<file path="config.mk">
export PLATFORM = sky130hd
export DESIGN_NAME = char_lcd_diff_update_writer
export DESIGN_NICKNAME = d
export VERILOG_FILES = /design/src/design/cldw_pkg.sv /design/src/design/cldw_queue.sv /design/src/design/cldw_front.sv /design/src/design/cldw_back.sv /design/src/design/char_lcd_diff_update_writer.sv
export SDC_FILE = /design/constraint.sdc
export NUM_CORES = 1
export LEC_CHECK = 0
export ABC_AREA = 1
export BUFFER_PORTS_ARGS = -buffer_cell sky130_fd_sc_hd__clkbuf_2
export CAP_MARGIN = 25
export CORE_ASPECT_RATIO = 2
export CORE_MARGIN = 3
export CORE_UTILIZATION = 53
export DETAILED_ROUTE_END_ITERATION = 8
export GPL_TIMING_DRIVEN = 0
export PLACE_DENSITY = 0.72
export SLEW_MARGIN = 20
export SYNTH_ARGS = -nofsm -noshare
export SYNTH_HDL_FRONTEND = slang
export SYNTH_SLANG_ARGS = --single-unit
</file>
<file path="constraint.sdc">
create_clock -name i_clk -period 4.14 [get_ports i_clk]
set_input_delay 0 -clock i_clk [delete_from_list [all_inputs] [get_ports i_clk]]
set_output_delay 0 -clock i_clk [all_outputs]
set_load 0.005 [all_outputs]
</file>
<file path="src/design/cldw_pkg.sv">
`timescale 1ns / 1ps

package cldw_pkg;

    // display geometry defaults
    localparam int DEF_COLUMNS = 20;
    localparam int DEF_LINES   = 4;

    // queue depths
    localparam int JOB_DEPTH = 4;
    localparam int RES_DEPTH = 2;

    // item kinds
    localparam logic [1:0] KIND_COMPARE = 2'd0;
    localparam logic [1:0] KIND_COMMAND = 2'd1;
    localparam logic [1:0] KIND_DATA    = 2'd2;
    localparam logic [1:0] KIND_NIBBLE  = 2'd3;

    // configuration register indexes
    localparam logic [1:0] REG_DEVICE_ADDRESS = 2'd0;
    localparam logic [1:0] REG_BACKLIGHT_MASK = 2'd1;
    localparam logic [1:0] REG_SELECT_MASK    = 2'd2;
    localparam logic [1:0] REG_STROBE_MASK    = 2'd3;

    // configuration reset values
    localparam logic [6:0] RST_DEVICE_ADDRESS = 7'd39;
    localparam logic [7:0] RST_BACKLIGHT_MASK = 8'h08;
    localparam logic [7:0] RST_SELECT_MASK    = 8'h01;
    localparam logic [7:0] RST_STROBE_MASK    = 8'h04;

    // set ddram address command and nibble mask
    localparam logic [7:0] CMD_SET_ADDR = 8'h80;
    localparam logic [7:0] NIBBLE_MASK  = 8'hF0;

    typedef struct packed {
        logic [6:0] device_address;
        logic [7:0] backlight_mask;
        logic [7:0] select_mask;
        logic [7:0] strobe_mask;
    } t_cfg;

    // one unit of work for the back end: up to two bytes, 1 to 4 nibbles
    typedef struct packed {
        logic [7:0] byte_hi;
        logic       data_hi;
        logic [7:0] byte_lo;
        logic       data_lo;
        logic [1:0] last_nib;
    } t_job;

    typedef struct packed {
        logic [6:0] bus_address;
        logic [7:0] expander_byte;
        logic       frame_end;
        logic       last;
    } t_result;

    function automatic logic [7:0] row_base(input logic [1:0] line);
        logic [7:0] base;
        unique case (line)
            2'd0: base = 8'h00;
            2'd1: base = 8'h40;
            2'd2: base = 8'h14;
            2'd3: base = 8'h54;
            default: base = 8'h00;
        endcase
        return base;
    endfunction

endpackage

</file>
<file path="src/design/cldw_queue.sv">
`timescale 1ns / 1ps

module cldw_queue #(
    parameter int WIDTH = 8,
    parameter int DEPTH = 4
) (
    input  logic             i_clk,
    input  logic             i_rst_n,
    input  logic             i_push,
    input  logic [WIDTH-1:0] i_data,
    output logic             o_full,
    input  logic             i_pop,
    output logic [WIDTH-1:0] o_data,
    output logic             o_empty
);
    localparam int PW = (DEPTH > 1) ? $clog2(DEPTH) : 1;
    localparam int CW = $clog2(DEPTH + 1);
    localparam logic [CW-1:0] FULL_CNT = CW'(DEPTH);
    localparam logic [PW-1:0] LAST_PTR = PW'(DEPTH - 1);

    logic [WIDTH-1:0] r_mem [DEPTH];
    logic [PW-1:0]    r_wr_ptr, n_wr_ptr;
    logic [PW-1:0]    r_rd_ptr, n_rd_ptr;
    logic [CW-1:0]    r_count, n_count;
    logic             do_push, do_pop;

    assign o_full  = (r_count == FULL_CNT);
    assign o_empty = (r_count == '0);
    assign o_data  = r_mem[r_rd_ptr];
    assign do_push = i_push && !o_full;
    assign do_pop  = i_pop && !o_empty;

    always_comb begin
        n_wr_ptr = r_wr_ptr;
        n_rd_ptr = r_rd_ptr;
        n_count  = r_count;
        if (do_push) begin
            n_wr_ptr = (r_wr_ptr == LAST_PTR) ? '0 : r_wr_ptr + 1'b1;
        end
        if (do_pop) begin
            n_rd_ptr = (r_rd_ptr == LAST_PTR) ? '0 : r_rd_ptr + 1'b1;
        end
        if (do_push && !do_pop) begin
            n_count = r_count + 1'b1;
        end else if (do_pop && !do_push) begin
            n_count = r_count - 1'b1;
        end
    end

    always_ff @(posedge i_clk) begin
        if (!i_rst_n) begin
            r_wr_ptr <= '0;
            r_rd_ptr <= '0;
            r_count  <= '0;
        end else begin
            r_wr_ptr <= n_wr_ptr;
            r_rd_ptr <= n_rd_ptr;
            r_count  <= n_count;
        end
    end

    always_ff @(posedge i_clk) begin
        if (do_push) begin
            r_mem[r_wr_ptr] <= i_data;
        end
    end

endmodule

</file>
<file path="src/design/cldw_front.sv">
`timescale 1ns / 1ps

module cldw_front #(
    parameter int COLUMNS = 20,
    parameter int LINES   = 4
) (
    input  logic          i_clk,
    input  logic          i_rst_n,
    input  logic          i_push,
    input  logic [1:0]    i_kind,
    input  logic [1:0]    i_line_index,
    input  logic [4:0]    i_column,
    input  logic [7:0]    i_previous_char,
    input  logic [7:0]    i_new_char,
    input  logic          i_force_write,
    input  logic [7:0]    i_raw_value,
    input  logic          i_job_full,
    output logic          o_job_push,
    output cldw_pkg::t_job o_job
);
    import cldw_pkg::*;

    localparam logic [2:0] LINES_W   = 3'(LINES);
    localparam logic [5:0] COLUMNS_W = 6'(COLUMNS);

    logic       r_cursor_known, n_cursor_known;
    logic [1:0] r_cursor_line, n_cursor_line;
    logic [4:0] r_cursor_column, n_cursor_column;

    logic       accept;
    logic       in_range;
    logic       known_eff;
    logic       hit;
    logic       changed;
    logic [7:0] addr_cmd;
    logic [7:0] addr_sum;

    assign accept    = i_push && !i_job_full;
    assign in_range  = ({1'b0, i_line_index} < LINES_W) && ({1'b0, i_column} < COLUMNS_W);
    // column zero restarts tracking
    assign known_eff = r_cursor_known && (i_column != '0);
    assign hit       = known_eff && (r_cursor_line == i_line_index)
                       && (r_cursor_column == i_column);
    assign changed   = i_force_write || (i_previous_char != i_new_char);
    assign addr_sum  = row_base(i_line_index) + {3'b000, i_column};
    assign addr_cmd  = CMD_SET_ADDR | {1'b0, addr_sum[6:0]};

    always_comb begin
        o_job_push      = 1'b0;
        o_job.byte_hi   = i_raw_value;
        o_job.data_hi   = 1'b0;
        o_job.byte_lo   = i_new_char;
        o_job.data_lo   = 1'b1;
        o_job.last_nib  = 2'd1;
        n_cursor_known  = r_cursor_known;
        n_cursor_line   = r_cursor_line;
        n_cursor_column = r_cursor_column;
        unique case (i_kind)
            KIND_COMPARE: begin
                if (in_range && changed) begin
                    o_job_push = accept;
                    if (hit) begin
                        o_job.byte_hi  = i_new_char;
                        o_job.data_hi  = 1'b1;
                        o_job.last_nib = 2'd1;
                    end else begin
                        o_job.byte_hi  = addr_cmd;
                        o_job.data_hi  = 1'b0;
                        o_job.last_nib = 2'd3;
                    end
                    n_cursor_known  = 1'b1;
                    n_cursor_line   = i_line_index;
                    n_cursor_column = i_column + 5'd1;
                end else if (in_range) begin
                    n_cursor_known = known_eff;
                end
            end
            KIND_COMMAND: begin
                o_job_push     = accept;
                n_cursor_known = 1'b0;
            end
            KIND_DATA: begin
                o_job_push     = accept;
                o_job.data_hi  = 1'b1;
                n_cursor_known = 1'b0;
            end
            KIND_NIBBLE: begin
                o_job_push     = accept;
                o_job.last_nib = 2'd0;
                n_cursor_known = 1'b0;
            end
            default: begin
                o_job_push = 1'b0;
            end
        endcase
    end

    always_ff @(posedge i_clk) begin
        if (!i_rst_n) begin
            r_cursor_known  <= 1'b0;
            r_cursor_line   <= '0;
            r_cursor_column <= '0;
        end else if (accept) begin
            r_cursor_known  <= n_cursor_known;
            r_cursor_line   <= n_cursor_line;
            r_cursor_column <= n_cursor_column;
        end
    end

endmodule

</file>
<file path="src/design/cldw_back.sv">
`timescale 1ns / 1ps

module cldw_back (
    input  logic              i_clk,
    input  logic              i_rst_n,
    input  cldw_pkg::t_cfg    i_cfg,
    input  cldw_pkg::t_job    i_job,
    input  logic              i_job_empty,
    output logic              o_job_pop,
    input  logic              i_res_full,
    output logic              o_res_push,
    output cldw_pkg::t_result o_res
);
    import cldw_pkg::*;

    // position inside one three-byte frame
    localparam logic [1:0] PH_LEAD   = 2'd0;
    localparam logic [1:0] PH_STROBE = 2'd1;
    localparam logic [1:0] PH_TAIL   = 2'd2;

    logic [1:0] r_phase, n_phase;
    logic [1:0] r_nib, n_nib;

    logic       emit;
    logic       last_res;
    logic [7:0] cur_byte;
    logic       cur_data;
    logic [7:0] nib_bits;
    logic [7:0] base;

    assign emit     = !i_job_empty && !i_res_full;
    assign cur_byte = r_nib[1] ? i_job.byte_lo : i_job.byte_hi;
    assign cur_data = r_nib[1] ? i_job.data_lo : i_job.data_hi;
    // high nibble first
    assign nib_bits = r_nib[0] ? {cur_byte[3:0], 4'b0000} : (cur_byte & NIBBLE_MASK);
    assign base     = nib_bits | i_cfg.backlight_mask | (cur_data ? i_cfg.select_mask : 8'h00);
    assign last_res = (r_phase == PH_TAIL) && (r_nib == i_job.last_nib);

    assign o_res_push          = emit;
    assign o_job_pop           = emit && last_res;
    assign o_res.bus_address   = i_cfg.device_address;
    assign o_res.expander_byte = (r_phase == PH_STROBE) ? (base | i_cfg.strobe_mask) : base;
    assign o_res.frame_end     = (r_phase == PH_TAIL);
    assign o_res.last          = last_res;

    always_comb begin
        n_phase = r_phase;
        n_nib   = r_nib;
        if (emit) begin
            unique case (r_phase)
                PH_LEAD:   n_phase = PH_STROBE;
                PH_STROBE: n_phase = PH_TAIL;
                PH_TAIL: begin
                    n_phase = PH_LEAD;
                    n_nib   = last_res ? 2'd0 : r_nib + 2'd1;
                end
                default: n_phase = PH_LEAD;
            endcase
        end
    end

    always_ff @(posedge i_clk) begin
        if (!i_rst_n) begin
            r_phase <= PH_LEAD;
            r_nib   <= '0;
        end else begin
            r_phase <= n_phase;
            r_nib   <= n_nib;
        end
    end

endmodule

</file>
<file path="src/design/char_lcd_diff_update_writer.sv">
`timescale 1ns / 1ps

// character lcd writer through an i2c port expander, 4-bit bus mode
// input channel: queue style, push/full; a transfer happens when push is high
//   and full is low. kinds: character compare, command byte, data byte, nibble
// result channel: queue style, empty/pop; the oldest expander byte sits on the
//   result ports while empty is low, a transfer happens when pop is high
// each nibble is three expander bytes (strobe low, high, low), frame_end marks
//   the third; last marks the final byte of an item
// an item gives 0, 3, 6 or 12 results; the back end emits one per cycle while a job
//   waits and the result queue is not full, and items that give nothing are
//   dropped by the front end and never enter the job queue
// the first result of an item passes the job queue and the result queue
//   registers before it shows on the result ports and can be popped
// the front end keeps the cursor and classifies; a 4-deep job queue lets it run
//   ahead of the back end, and a 2-deep result queue decouples the receiver
// when the receiver stalls, results collect in the result queue, then the job
//   queue fills and full rises
// configuration writes take effect at the next edge, write only while idle
// reset: synchronous, active low; clears the queues, the cursor tracking and
//   restores the registers (address 39, backlight 0x08, select 0x01,
//   strobe 0x04)
module char_lcd_diff_update_writer #(
    parameter int COLUMNS = cldw_pkg::DEF_COLUMNS,
    parameter int LINES   = cldw_pkg::DEF_LINES
) (
    input  logic       i_clk,
    input  logic       i_rst_n,
    // input channel
    input  logic       i_push,
    output logic       o_full,
    input  logic [1:0] i_kind,
    input  logic [1:0] i_line_index,
    input  logic [4:0] i_column,
    input  logic [7:0] i_previous_char,
    input  logic [7:0] i_new_char,
    input  logic       i_force_write,
    input  logic [7:0] i_raw_value,
    // configuration write port
    input  logic       i_cfg_we,
    input  logic [1:0] i_cfg_index,
    input  logic [7:0] i_cfg_data,
    // result channel
    output logic       o_empty,
    input  logic       i_pop,
    output logic [6:0] o_bus_address,
    output logic [7:0] o_expander_byte,
    output logic       o_frame_end,
    output logic       o_last
);
    import cldw_pkg::*;

    // configuration registers
    t_cfg    r_cfg;

    // front to job queue
    logic    job_push;
    t_job    job_in;
    logic    job_full;
    // job queue to back end
    t_job    job_head;
    logic    job_empty;
    logic    job_pop;
    // back end to result queue
    logic    res_push;
    t_result res_in;
    logic    res_full;
    t_result res_head;

    always_ff @(posedge i_clk) begin
        if (!i_rst_n) begin
            r_cfg.device_address <= RST_DEVICE_ADDRESS;
            r_cfg.backlight_mask <= RST_BACKLIGHT_MASK;
            r_cfg.select_mask    <= RST_SELECT_MASK;
            r_cfg.strobe_mask    <= RST_STROBE_MASK;
        end else if (i_cfg_we) begin
            unique case (i_cfg_index)
                REG_DEVICE_ADDRESS: r_cfg.device_address <= i_cfg_data[6:0];
                REG_BACKLIGHT_MASK: r_cfg.backlight_mask <= i_cfg_data;
                REG_SELECT_MASK:    r_cfg.select_mask    <= i_cfg_data;
                REG_STROBE_MASK:    r_cfg.strobe_mask    <= i_cfg_data;
                default:            r_cfg <= r_cfg;
            endcase
        end
    end

    // front: cursor tracking and item classification
    cldw_front #(
        .COLUMNS (COLUMNS),
        .LINES   (LINES)
    ) u_front (
        .i_clk           (i_clk),
        .i_rst_n         (i_rst_n),
        .i_push          (i_push),
        .i_kind          (i_kind),
        .i_line_index    (i_line_index),
        .i_column        (i_column),
        .i_previous_char (i_previous_char),
        .i_new_char      (i_new_char),
        .i_force_write   (i_force_write),
        .i_raw_value     (i_raw_value),
        .i_job_full      (job_full),
        .o_job_push      (job_push),
        .o_job           (job_in)
    );

    // decoupling queue of classified jobs
    cldw_queue #(
        .WIDTH ($bits(t_job)),
        .DEPTH (JOB_DEPTH)
    ) u_job_q (
        .i_clk   (i_clk),
        .i_rst_n (i_rst_n),
        .i_push  (job_push),
        .i_data  (job_in),
        .o_full  (job_full),
        .i_pop   (job_pop),
        .o_data  (job_head),
        .o_empty (job_empty)
    );

    // back: nibble and strobe sequencing
    cldw_back u_back (
        .i_clk       (i_clk),
        .i_rst_n     (i_rst_n),
        .i_cfg       (r_cfg),
        .i_job       (job_head),
        .i_job_empty (job_empty),
        .o_job_pop   (job_pop),
        .i_res_full  (res_full),
        .o_res_push  (res_push),
        .o_res       (res_in)
    );

    // result queue toward the receiver
    cldw_queue #(
        .WIDTH ($bits(t_result)),
        .DEPTH (RES_DEPTH)
    ) u_res_q (
        .i_clk   (i_clk),
        .i_rst_n (i_rst_n),
        .i_push  (res_push),
        .i_data  (res_in),
        .o_full  (res_full),
        .i_pop   (i_pop),
        .o_data  (res_head),
        .o_empty (o_empty)
    );

    assign o_full          = job_full;
    assign o_bus_address   = res_head.bus_address;
    assign o_expander_byte = res_head.expander_byte;
    assign o_frame_end     = res_head.frame_end;
    assign o_last          = res_head.last;

endmodule

</file>
# Word level (Yosys, flattened, before mapping)
# Memories as Yosys holds them, arrays and structs flattened. A register that Yosys moved wholly into a read port is not among the register bits.
# Index checks and enable logic that the tools add are counted.
[word_totals] ff_bits=54 latchBits=0 mem_bits_rw=110 rom_bits=0 input_bits=49 output_inout_bits=19 elab_cells=130 memories=2
[op_classes] n_addsub=11 n_mul=0 div=0 n_lt_le_gt_ge=1 eq_ne=20 shifts=0 n_mux=36 n_bitwise=3 reduce_logical=42
[memory_table] name="u_job_q.r_mem" depth=4 word_bits=19 rd=1 rd_ports_with_merged_regs=1 write_ports=1 line_no="cldw_queue.sv:21" rtl="logic [WIDTH-1:0] r_mem [DEPTH];"
[memory_table] name="u_res_q.r_mem" depth=2 word_bits=17 rd=1 rd_ports_with_merged_regs=1 write_ports=1 line_no="cldw_queue.sv:21"
[op_table] op="$mux 8" n=5
[op_table] op="$pmux 7 s4" n=1
[op_table] op="$or 8x8->8" n=3
[op_table] op="$eq 2x2->1 const B" n=10
[op_table] op="$mux 2" n=9
[op_table] op="$mux 9" n=2
[op_table] op="$logic_and 1x1->1" n=16
[op_table] op="$mux 1" n=12
[op_table] op="$reduce_and 2->1" n=6
[op_table] op="$logic_not 2->1" n=5
[op_table] op="$add 2x1->2 const B" n=4
[op_table] op="$eq 2x1->1 const B" n=4
[op_table] op="$logic_not 1->1" n=8
[op_table] op="$ne 8x8->1" n=1
[op_table] op="$pmux 2 s2" n=2
[op_table] op="$add 7x5->7" n=1
[op_table] op="$mux 3" n=2
[op_table] op="$pmux 1 s2" n=3
[op_table] op="$add 5x1->5 const B" n=1
[op_table] op="$eq 5x5->1" n=1
[op_table] op="$lt 5x5->1 const B" n=1
[op_table] op="$reduce_bool 5->1" n=1
[op_table] op="$eq 2x2->1" n=2
[op_table] op="$reduce_bool 2->1" n=2
[op_table] op="other kinds (10)" n=11

# Longest topological paths before layout
[depth] depth_word=10 mapped_depth=19 depth_no_buf=19

# Hierarchy
# Synthesis repeated with hierarchy kept, for this count alone.
[hier_totals] hier_cells=855 area_unflattened_um2=8022.7
[by_module_without_submodules] module="cldw_queue (u_job_q)" instances=1 cells_per_inst=266 area_each_um2=3440.8 seq_area_each_um2=2582.5
[by_module_without_submodules] module="cldw_queue (u_res_q)" instances=1 cells_per_inst=91 area_each_um2=1526.5 seq_area_each_um2=1121.1
[by_module_without_submodules] module="char_lcd_diff_update_writer" instances=1 cells_per_inst=188 area_each_um2=1271.2 seq_area_each_um2=620.6
[by_module_without_submodules] module="cldw_front" instances=1 cells_per_inst=203 area_each_um2=1182.4 seq_area_each_um2=160.2
[by_module_without_submodules] module="cldw_back" instances=1 cells_per_inst=107 area_each_um2=601.8 seq_area_each_um2=80.1

# Worst setup path after synthesis
# Ideal clock, no wire load.
[synth_timing] kind="flip-flop to flip-flop" startpoint="reg u_job_q.r_count[0]" endpoint="mem u_job_q.r_mem[0][0] (netlist bit) (enable)" setup_ns=0.395 arrival_time_ns=1.646 required_time_ns=3.745 slack_ns=2.099 path_stages_with_launch=7 path_buffers=0 synth_period_minus_slack_ns=2.041 path_cell_list="dfxtp_1 > inv_2 > nand2_1 > o21ai_1 > inv_2 > nand2_1 > nor2_1"
[synth_between] elab_chain_len=8
[synth_lines] element="start: declaration" line_no="cldw_queue.sv:24" rtl="logic [CW-1:0] r_count, n_count;"
[synth_lines] element="start signal: assignment" line_no="cldw_queue.sv:58" rtl="r_count <= n_count;"
[synth_lines] element="$eq 3x3->1 (*)" line_no="cldw_queue.sv:27" rtl="assign o_full = (r_count == FULL_CNT);"
[synth_lines] element="$logic_not 1->1 (*)" line_no="cldw_queue.sv:30, cldw_front.sv:38"
[synth_lines] element="$logic_and 1x1->1" line_no="cldw_front.sv:38" rtl="assign accept = i_push && !i_job_full;"
[synth_lines] element="$mux 1" line_no="cldw_front.sv:60" rtl="if (in_range && changed) begin"
[synth_lines] element="$pmux 1 s2" line_no="cldw_front.sv:58" rtl="unique case (i_kind)"
[synth_lines] element="$logic_and 1x1->1 (*)" line_no="cldw_queue.sv:30" rtl="assign do_push = i_push && !o_full;"
[synth_lines] element="$mux 1 (*)" line_no="cldw_queue.sv:63" rtl="if (do_push) begin"
[synth_lines] element="$mux 1 (not written as such) (*)" line_no="cldw_queue.sv:64" rtl="r_mem[r_wr_ptr] <= i_data;"
[synth_lines] element="end: declaration" line_no="cldw_queue.sv:21"
# Every way passes the cells marked *; elsewhere a longest branch is shown, timed or not.

# Worst setup path after layout
[layout_timing] startpoint="in i_new_char[7]" endpoint="reg u_job_q.r_count[1]"
[layout_between] elab_cells_between_ends=11 classes_between="eq/ne (1); mux (3); reduce/logical (7)"
[layout_rtl] element="start: declaration" line_no="char_lcd_diff_update_writer.sv:36" rtl="input logic [7:0] i_new_char,"
[layout_rtl] element="$ne 8x8->1" line_no="cldw_front.sv:44" rtl="assign changed = i_force_write || (i_previous_char != i_new_char);"
[layout_rtl] element="$logic_or 1x1->1" line_no="cldw_front.sv:44"
[layout_rtl] element="$logic_and 1x1->1" line_no="cldw_front.sv:60"
[layout_rtl] element="$mux 1" line_no="cldw_front.sv:60"
[layout_rtl] element="$pmux 1 s2" line_no="cldw_front.sv:58"
[layout_rtl] element="$logic_and 1x1->1" line_no="cldw_queue.sv:30"
[layout_rtl] element="via u_job_q.do_push" line_no="cldw_queue.sv:25" rtl="logic do_push, do_pop;"
[layout_rtl] element="$logic_and 1x1->1" line_no="cldw_queue.sv:43" rtl="if (do_push && !do_pop) begin"
[layout_rtl] element="$mux 3" line_no="cldw_queue.sv:43"
[layout_rtl] element="via u_job_q.n_count[1]" line_no="cldw_queue.sv:24"
# The timed path passes the listed nets, and every way through them passes these cells.
# A chain may end at the register's enable or synchronous reset.

==> impl_results.md <==
- # rows: 60
- H-Tree Level Count: 4
- Dpl hpwl: about 13000 um
- Root buffer cell: clkbuf_16
- Setup Fix Bufs, Post-CTS: 0
- Layout area overhead: 21.0%
- Setup TNS: 0 ns
- Worst Skew: 0.00782 ns
- Worst-Margin Slew: 0.918 ns
- Crit path arrival time: 2.87 ns
- Post-synth EDFFs: 110
- Slew HR: 38.7%
- Mapped Avg Cell Area: between 10 and 15 um2
- Top cells by count, synth: nor2_1, edfxtp_1, nand2_1
- CP Cell Sequence: dlygate4sd3_1 > clkbuf_2 > inv_1 > nor2_1 > nor2_1 > nand2_1 > nor2_1 > nand3_2 > nand2_2 > nand2_1 > nand2_1 > inv_1 > ha_1 > inv_1 > fa_1 > o21ai_0 > a21oi_1
- Final core area utilization: 65.9%
- Peak supply drop: about 320 uV
- Share of cells above drive strength 1: 18.9%
- Async S/R FF share, synth: 0%
- Worst reg2reg path depth: 11
- Final #Nets: 921
- Post-synth top area share: 44.9%
- Net count after synthesis: 796
- Post-layout min period: 2.56 ns
- Vias in the first global route: 5822
- Hold Buf Count CTS: 35
- Syn. warnings: 0
- Final hold violation count: 0
- Diode count: 0
- RSZ-0062 raised after global routing: false
- Max stage delay on crit path: 0.55 ns
- Max frequency: 391 MHz
- Post-synthesis cell area: 0.00736 mm2
- PortBufs: 66
- Critical path class: input port to flip-flop
- Cell variety after synth: 40
- Startpoint Class: input port
- PD cells: approximately 510 mW/mm2
- Reg2Reg Setup Slack: 1.76 ns
- Most area-consuming cells after synthesis: edfxtp_1, dfxtp_1, nor2_1
- Initial antenna violation count: 0
- CTS Sinks: around 170
- Die height: 173 um
- First-pass GRT wire length: 27300 um
- Pins Over Slew Limit: 0
- Die width: 89.3 um
- Most common cell in the netlist: nor2_1
- Slowest CP cell: dlygate4sd3_1
- Initial Utilization: 54.5%
- Register area share after synthesis: about 60%
- Via count: 5636
- Cells after Synth: 730
- Clk buf depth: 2
- Routed vias/inst: 5.51
- Crit-path max FO: 5
- Crit share post-route: 61.8%
- Leakage: 0.00364 uW
- Worst path required time: 4.45 ns
- # setup viols final: 0
- Detailed Routing Iterations Pass 1: 5
- Grt ovf: 0
- Largest net degree at the start of global routing: 18
- Max-Cap Viols: 0
- Critical Path End Type: flip-flop
- Post-synth top area cell: edfxtp_1
- I/O pin cnt: 68
- WHS Path Cells: 5
- Status: finished clean
- Inserted Clock Buffers: 17
- GR Util All Layers: 23.4%
- DRT iter0 DRCs: 305
- Die area: 0.0154 mm2
- CTS resizes: 0
- DRC viols: 0
- Hold Crit Class: input port to flip-flop
- Core area: 0.0135 mm2
- Routability Congestion: 0.890
- DRT antenna net count: 0
- Drt total wl: 17400 um
- Clock Pin Slew Worst Setup and Hold Paths: approximately 0.07 ns
- TritonCTS clock tree: yes
- #FFs+latches synth: 167
- Worst-Skew Late Latency: 0.42 ns
- WL/cell: ~17 um
- Predominant post-synthesis flop cell: edfxtp_1
## final cells by class
type | instances | area [um2]
buffer | 25 | 120
clock buffer | 17 | 425
clock inverter | 15 | 168
fill | 1049 | 4610
inverter | 80 | 300
multi-input combinational | 458 | 2510
sequential | 167 | 4440
tap | 155 | 194
timing repair buffer | 106 | 744
## per-layer routing
layer	routed length (um)	track usage (%)	part of all wire [%]	vias to the layer above
met2	10000	44.1	58	203
met5	0	0	0	-
li1	-	-	-	2741
met1	5700	21.8	33	2628
met4	867	14.3	5.0	0
met3	818	4.10	4.7	64
## sequential cells by signal, summed over array words and instances, names as in the netlist, named ones only
name	cells
u_res_q.r_mem	34
u_back.r_phase	2
u_job_q.r_mem	76
u_job_q.r_wr_ptr	2
u_front.r_cursor_known	1
u_res_q.r_count	2
u_back.r_nib	2
u_res_q.r_rd_ptr	1
r_cfg	31
u_front.r_cursor_line	2
u_job_q.r_rd_ptr	2
u_job_q.r_count	3
u_front.r_cursor_column	5
u_res_q.r_wr_ptr	1
## cell families after synthesis
kind of cell / after synthesis / share of synthesized area [%]
simple gates: 282 / 16.7
mux: 17 / 2.60
buf+inv: 105 / 5.71
flops: 167 / 60.4
compound gates: 130 / 10.1
xor+xnor: 12 / 1.53
fa+ha+maj: 17 / 2.99
## final timing paths
check                       endpoint          startpoint
setup reg to reg  u_job_q.r_count[1]  u_job_q.r_count[0]
setup / recovery  u_job_q.r_count[1]       i_new_char[7]
hold / removal              r_cfg[2]      i_cfg_index[0]
hold reg to reg             r_cfg[3]            r_cfg[3]
## per-stage QoR
stage	power [uW]	cell area [um2]	cells	hold WS [ns]	worst slack (ns)
after floorplan	2670	7360	730	0.0989	2.10
after global placement	2940	7880	951	0.258	1.25
after detailed placement	3010	7960	956	0.265	1.72
after CTS	4580	8910	1023	0.0102	1.60
after global routing	4780	8910	1023	0.0474	1.36
final	4560	8910	1023	0.0261	1.58
## cells in the final DEF, fill, tap and decap left out, types with 2 or more instances in the layout
| cell | n |
|---|---|
| nand4_1 | 8 |
| nand2_2 | 4 |
| nor2_1 | 111 |
| bufinv_16 | 2 |
| clkbuf_2 | 66 |
| nor3_2 | 3 |
| o21ai_1 | 5 |
| inv_6 | 4 |
| xor2_1 | 6 |
| nand2_1 | 91 |
| ha_1 | 16 |
| xnor2_1 | 5 |
| a21oi_1 | 27 |
| nand3_2 | 2 |
| dlygate4sd3_1 | 35 |
| o211ai_1 | 5 |
| o21bai_1 | 4 |
| dfxtp_1 | 57 |
| clkbuf_16 | 17 |
| nand3_1 | 45 |
| inv_8 | 2 |
| clkbuf_1 | 14 |
| buf_2 | 6 |
| edfxtp_1 | 110 |
| buf_6 | 4 |
| o22ai_1 | 5 |
| or2_1 | 2 |
| o221ai_1 | 11 |
| o21ai_0 | 69 |
| nor2_2 | 11 |
| buf_8 | 2 |
| mux2_2 | 17 |
| inv_1 | 71 |
| clkinv_1 | 2 |
| inv_2 | 9 |
| buf_4 | 3 |
| clkinv_4 | 4 |
## power by group
group          internal, uW  switching, uW
Clock                   903            663
Sequential             2030           69.5
Combinational           346            543
## worst max-delay path: cells and delay by family
kind                     cells  cell delay, ns
adder cells (fa/ha/maj)      2            0.60
buffers and inverters        5            1.04
AO/OA/AOI/OAI                2            0.23
AND/OR/NAND/NOR              8            1.01
Power figures use the tool's default switching activity.
